<file path="config.mk">
export PLATFORM = sky130hd
export DESIGN_NAME = lphs_hash
export DESIGN_NICKNAME = d
export VERILOG_FILES = /design/src/lphs_pkg.sv /design/src/lphs_hash.sv
export SDC_FILE = /design/constraint.sdc
export NUM_CORES = 2
export LEC_CHECK = 0
export ABC_AREA = 0
export BUFFER_PORTS_ARGS = -buffer_cell sky130_fd_sc_hd__buf_2
export CORE_MARGIN = 2
export CORE_UTILIZATION = 65
export DETAILED_ROUTE_END_ITERATION = 16
export GPL_TIMING_DRIVEN = 0
export PLACE_DENSITY = 0.88
export SLEW_MARGIN = 10
export SYNTH_ARGS = -nofsm -noshare
export SYNTH_HDL_FRONTEND = slang
export SYNTH_SLANG_ARGS = --single-unit
</file>
<file path="constraint.sdc">
create_clock -name clk -period 22.9 [get_ports clk]
set_clock_uncertainty 0.15 [all_clocks]
set_input_delay 4.58 -clock clk [delete_from_list [all_inputs] [get_ports clk]]
set_output_delay 4.58 -clock clk [all_outputs]
set_load 0.01 [all_outputs]
</file>
<file path="src/lphs_pkg.sv">
// shared constants and types for the linear-probe hash set insert block
`default_nettype none
package lphs_pkg;

  localparam int TABLE_LOG2 = 12;
  localparam int ADDR_W     = TABLE_LOG2;
  localparam int PROBE_W    = TABLE_LOG2 + 1;
  localparam int KEY_W      = 64;
  localparam int CFG_W      = 4;
  localparam int COUNT_W    = 13;
  localparam int OUT_W      = 16;

  localparam logic [CFG_W-1:0]   SLOTS_LOG2_RESET = CFG_W'(12);
  localparam logic [CFG_W-1:0]   SLOTS_LOG2_MIN   = CFG_W'(1);
  localparam logic [CFG_W-1:0]   SLOTS_LOG2_MAX   = CFG_W'(TABLE_LOG2);
  localparam logic [COUNT_W-1:0] COUNT_MAX        = '1;
  localparam logic [KEY_W-1:0]   EMPTY_KEY        = '1;

  localparam logic [63:0] FMIX_C1    = 64'hff51afd7ed558ccd;
  localparam logic [63:0] FMIX_C2    = 64'hc4ceb9fe1a85ec53;
  localparam int          FMIX_SHIFT = 33;

  typedef enum logic [1:0] {
    ST_INSERTED = 2'd0,
    ST_PRESENT  = 2'd1,
    ST_FULL     = 2'd2,
    ST_REFUSED  = 2'd3
  } status_t;

endpackage
`default_nettype wire

</file>
<file path="src/lphs_hash.sv">
// murmur3 fmix64 finalizer on one shared 32x32 multiplier
`default_nettype none
module lphs_hash (
  input  wire logic                            clk,
  input  wire logic                            rst,
  input  wire logic                            start,
  input  wire logic [lphs_pkg::KEY_W-1:0]      key,
  output logic                                 done,
  output logic      [lphs_pkg::ADDR_W-1:0]     hash
);
  import lphs_pkg::*;

  logic        busy;
  logic [2:0]  ph;
  logic [1:0]  step;
  logic [63:0] v;
  logic [63:0] acc;
  logic [63:0] c;
  logic [63:0] mix;
  logic [31:0] a_op;
  logic [31:0] b_op;
  logic [63:0] prod;

  assign step = ph[1:0];
  assign c    = ph[2] ? FMIX_C2 : FMIX_C1;
  assign a_op = (step == 2'd2) ? v[63:32] : v[31:0];
  assign b_op = (step == 2'd1) ? c[63:32] : c[31:0];
  assign prod = a_op * b_op;
  assign mix  = acc ^ (acc >> FMIX_SHIFT);
  assign done = busy && (ph == 3'd7);
  assign hash = mix[ADDR_W-1:0];

  always_ff @(posedge clk) begin
    if (rst) begin
      busy <= 1'b0;
      ph   <= '0;
    end else if (start) begin
      busy <= 1'b1;
      ph   <= '0;
      v    <= key ^ (key >> FMIX_SHIFT);
    end else if (busy) begin
      ph <= ph + 3'd1;
      if (ph == 3'd7) begin
        busy <= 1'b0;
      end
      case (step)
        2'd0:    acc <= prod;
        2'd1,
        2'd2:    acc[63:32] <= acc[63:32] + prod[31:0];
        2'd3:    v <= mix;
        default: acc <= acc;
      endcase
    end
  end

endmodule
`default_nettype wire

</file>
* Word-level counts from Yosys, hierarchy flattened
Index checks and enable logic that the tools add are counted.
** Operators by class
- $add $sub $neg :: 2
- Multiply operators :: 1
- Eq/ne operators :: 4
- Mux-type cells :: 10
- Bitwise operators :: 4
- Reduce and logical (&&, ||, !) cells :: 10
** Operators by type and width (count)
- $mux 64 :: 3
- $xor 64x31->64 :: 2
- $mul 32x32->64 :: 1
- $mux 32 :: 2
- $pmux 32 s2 :: 1
- $mux 62 :: 1
- $add 32x32->32 :: 1
- $reduce_and 4->1 :: 2
- $reduce_bool 2->1 :: 3
- $eq 2x2->1 const B :: 2
- $reduce_or 2->1 :: 2
- $add 3x1->3 const B :: 1
- $eq 3x3->1 const B :: 1
- $mux 1 :: 3
- $reduce_and 3->1 :: 1
- $eq 2x1->1 const B :: 1
- $logic_not 2->1 :: 1
- $not 1->1 :: 2
- $logic_and 1x1->1 :: 1
** Word-level totals
- Register bits after elaboration :: 132
- Output and inout port bits :: 13

* Logic depth before layout (Yosys ltp)
- Depth in word-level cells :: 5
- Depth in mapped cells :: 43

* Least setup slack after synthesis
No wires, ideal clock.
- Path kind :: register to register
- From :: reg ph[0]
- To :: reg acc[63], data pin
- Library setup time :: 0.271 ns
- Arrival :: 9.515 ns
- Data required time :: 22.479 ns
- Slack :: 12.965 ns
- Stages on the path, launching flop included :: 40
- Buffers on the path :: 4
- Path through :: dfxtp_1 > inv_1 > ha_1 > clkbuf_1 > buf_1 > buf_1 > mux2_2 > clkinv_1 > nor2_1 > fa_1 > fa_1 > inv_1 > fa_1 > fa_1 > inv_1 > fa_1 > fa_1 > fa_1 > (+4 left out) > clkbuf_1 > a21o_1 > a21o_1 > a21oi_1 > o21a_1 > nand3_1 > xor2_1 > ha_1 > a21oi_1 > o21bai_1 > a21oi_1 > o21ai_0 > and2_1 > o31a_1 > o211ai_1 > a211oi_1 > a211oi_1 > a211oi_1
** Between the ends
- Cells in the longest elaborated chain, start to end :: 5
** Ends and longest elaborated chain
- from (decl) :: line lphs_hash.sv:14 : logic [2:0] ph;
- from (signal assigned) :: line lphs_hash.sv:42 : ph <= ph + 3'd1;
- $eq 2x2->1 / $eq 2x1->1 (equally long branches) :: line lphs_hash.sv:26, lphs_hash.sv:27
- $mux 32 (on tied branches) :: line lphs_hash.sv:26, lphs_hash.sv:27
- $mul 32x32->64 * :: line lphs_hash.sv:28 : assign prod = a_op * b_op;
- via prod[22] :: line lphs_hash.sv:22 : logic [63:0] prod;
- $add 32x32->32 * :: line lphs_hash.sv:49 : 2'd2: acc[63:32] <= acc[63:32] + prod[31:0];
- $pmux 32 s2 * :: line lphs_hash.sv:46 : case (step)
- to (signal assigned) :: line lphs_hash.sv:47 : 2'd0: acc <= prod;
- to (signal assigned) :: line lphs_hash.sv:49
- to (decl) :: line lphs_hash.sv:17 : logic [63:0] acc;
The timed path passes the listed nets; every way through them passes the cells marked *.
A chain may end at the register's enable or synchronous reset.

* Worst setup path in the final report
- From :: reg ph[1]
- To :: reg acc[63], data pin
The elaborated chain is that of the path after synthesis.

==> flow_summary.yaml <==
hold_path:
  hp-start: "acc[31]"
  hp-class: "reg -> reg"
  min_delay_worst_endpoint: "v[31]"
  min_path_cells: 1
detailed_routing:
  ant_nets: 0
  routedWlPerCell_um: 26.3
  vias_per_cell: 6.14
  drtPass1Iterations: 8
  drt-total-wl_um: 119000
  drt_iter0_drc: 3300
  vias: 27700
  drc: 0
synth:
  syn_inst: 3631
  yosysMostFrequentCell: "inv_1"
  synth_edf_count: 128
  synth_nets: 4894
  synth.cell_area_mm2: 0.0366
  ys_types: 68
  yosys_warnings: 0
  ys_top_cells_by_count: "965 x inv_1, 862 x fa_1, 334 x ha_1"
  synth_seq_cells: 132
  yosysTopAreaCellShare: 0.471
  synthFlopType: "edfxtp_1"
  seq_area_frac_synth: 0.107
  ys_top_cells_by_area: "fa_1 47%, ha_1 11%, edfxtp_1 10%"
  syn_area_per_cell_um2: 10.1
  synth_top_area_cell: "fa_1"
  synth-async-reset-ratio: 0
sta:
  tightest_slew_ns: 1.42
  finalSetupViolCount: 0
  fin_crit_ns: 14.27
  final_max_slew_viol_count: 0
  slew_headroom: 0.0267
  finalSetupTns_ns: 0
  whs_ns: 0.426
  hold_viol: 0
  finalCritPeriodShare: 0.623
  rsz0062_at_grt: "false"
  fmaxAchievable_mhz: 70.1
setup_path:
  critPathLaunch: "ph[1]"
  r2r_cells: 43
  critPathMaxStageDelay_ns: 0.87
  worstReg2RegEnd: "acc[63]"
  arrival_ns: 14.28
  worstPathRequired_ns: 22.91
  reg2reg_setup_slack_ns: 8.63
  r2r-start: "ph[1]"
  critical_path_buf_inv_count: 12
  crit_top_cell: "inv_1"
  cpMaxStageDelayCell: "clkbuf_1"
  startpoint_type: "register"
  cp_top_family: "adder cells"
  critical_path_class: "reg -> reg"
  path_max_fanout: 11
  crit_path_end_kind: "register"
clock_tree:
  clk_latency_ns: 0.44
  clockBufferDepth: 2
  cts_buffers: 17
  clkTransAtPathRegs_ns: 0.07
  cts_tree: "done"
  cts.sinks: 132
  htreeDepth: 4
  ctsResizeCount: 0
  holdBufCountCts: 0
  post_cts_buffers: 0
  root_buffer: "clkbuf_16"
die:
  die_h_um: 241
  rows: 87
  core-area_mm2: 0.0561
  die-width_um: 241
  io_pins: 80
  dieArea_mm2: 0.0583
  start_util: 0.653
layout:
  syn2layout_area_growth_pct: 5.81
  stdcell_count: 4510
  drive_gt1_frac: 0.0544
  fin_nets: 5003
grt:
  grt_max_degree: 27
  globalRouteOverflowTotal: 0
  grt_pass1_wl_um: 178000
  grt_usage: 0.430
  grt_pass1_vias: 29900
  antenna_found_initial: 3
placed_design:
  hpwl_um: 102000
  post-place-cells: 4477
  place_congestion: 1.09
  port_buffers: 78
flow_run:
  drv_cap: 0
status:
  status: "finished, final reports clean"
-- how the worst max path moves through the flow --
stage                   end  cells past startpoint
finish              acc[63]                     43
global route        acc[63]                     43
CTS                 acc[63]                     43
detailed placement  acc[63]                     43
global placement    acc[63]                     43
floorplan           acc[63]                     39
-- cell type report --
class	count	area [um^2]
repair buffers	90	532
clock buffers	17	425
plain buffers	97	364
flip-flops and latches	132	3920
clock inverters	15	155
multi-input cells	2425	28700
well taps	756	946
inverters	977	3670
fillers	4087	17300
diodes	1	2.50
-- per-stage QoR --
stage,cell area [um^2],util,setup WS (ns)
floorplan,36600,-,12.96
global placement,38000,0.677,9.74
detailed placement,38200,0.681,9.53
CTS,38700,0.691,9.36
global route,38800,0.691,8.46
finish,38800,0.691,8.63
-- state kept, by name, summed over array words and instances, names as in the netlist --
name,flops
ph,3
acc,64
busy,1
v,64
-- cells by family after synthesis --
family,after synthesis,synth area share
AO/OA/AOI/OAI,398,0.0700
XOR/XNOR,146,0.0353
adder cells (fa/ha/maj),1196,0.585
buffers and inverters,1074,0.110
flip-flops,132,0.107
multiplexers,68,0.0202
other,1,0.000102
AND/OR/NAND/NOR,616,0.0721
-- per-layer routing --
| layer | global-route usage | wire, um | vias up |
|---|---|---|---|
| li1 | - | - | 11300 |
| met1 | 0.532 | 38700 | 13600 |
| met2 | 0.636 | 51400 | 2222 |
| met3 | 0.151 | 18100 | 589 |
| met4 | 0.301 | 10400 | 4 |
| met5 | 0 | 29 | - |
-- layout by cell type (no fill, tap or decap), drive strengths merged, types with 16 or more instances in the layout --
| cell type | count |
|---|---|
| a21o | 61 |
| a21oi | 130 |
| buf | 102 |
| clkbuf | 102 |
| clkinv | 18 |
| edfxtp | 128 |
| fa | 862 |
| ha | 334 |
| inv | 968 |
| mux2 | 46 |
| mux2i | 22 |
| nand2 | 231 |
| nand2b | 29 |
| nand3 | 22 |
| nand4 | 28 |
| nor2 | 241 |
| o21a | 16 |
| o21ai | 82 |
| o21bai | 18 |
| xnor2 | 84 |
| xor2 | 61 |
Power is not shown: default switching activity piles up to over one toggle a cycle in this logic, so the estimate is an artifact.
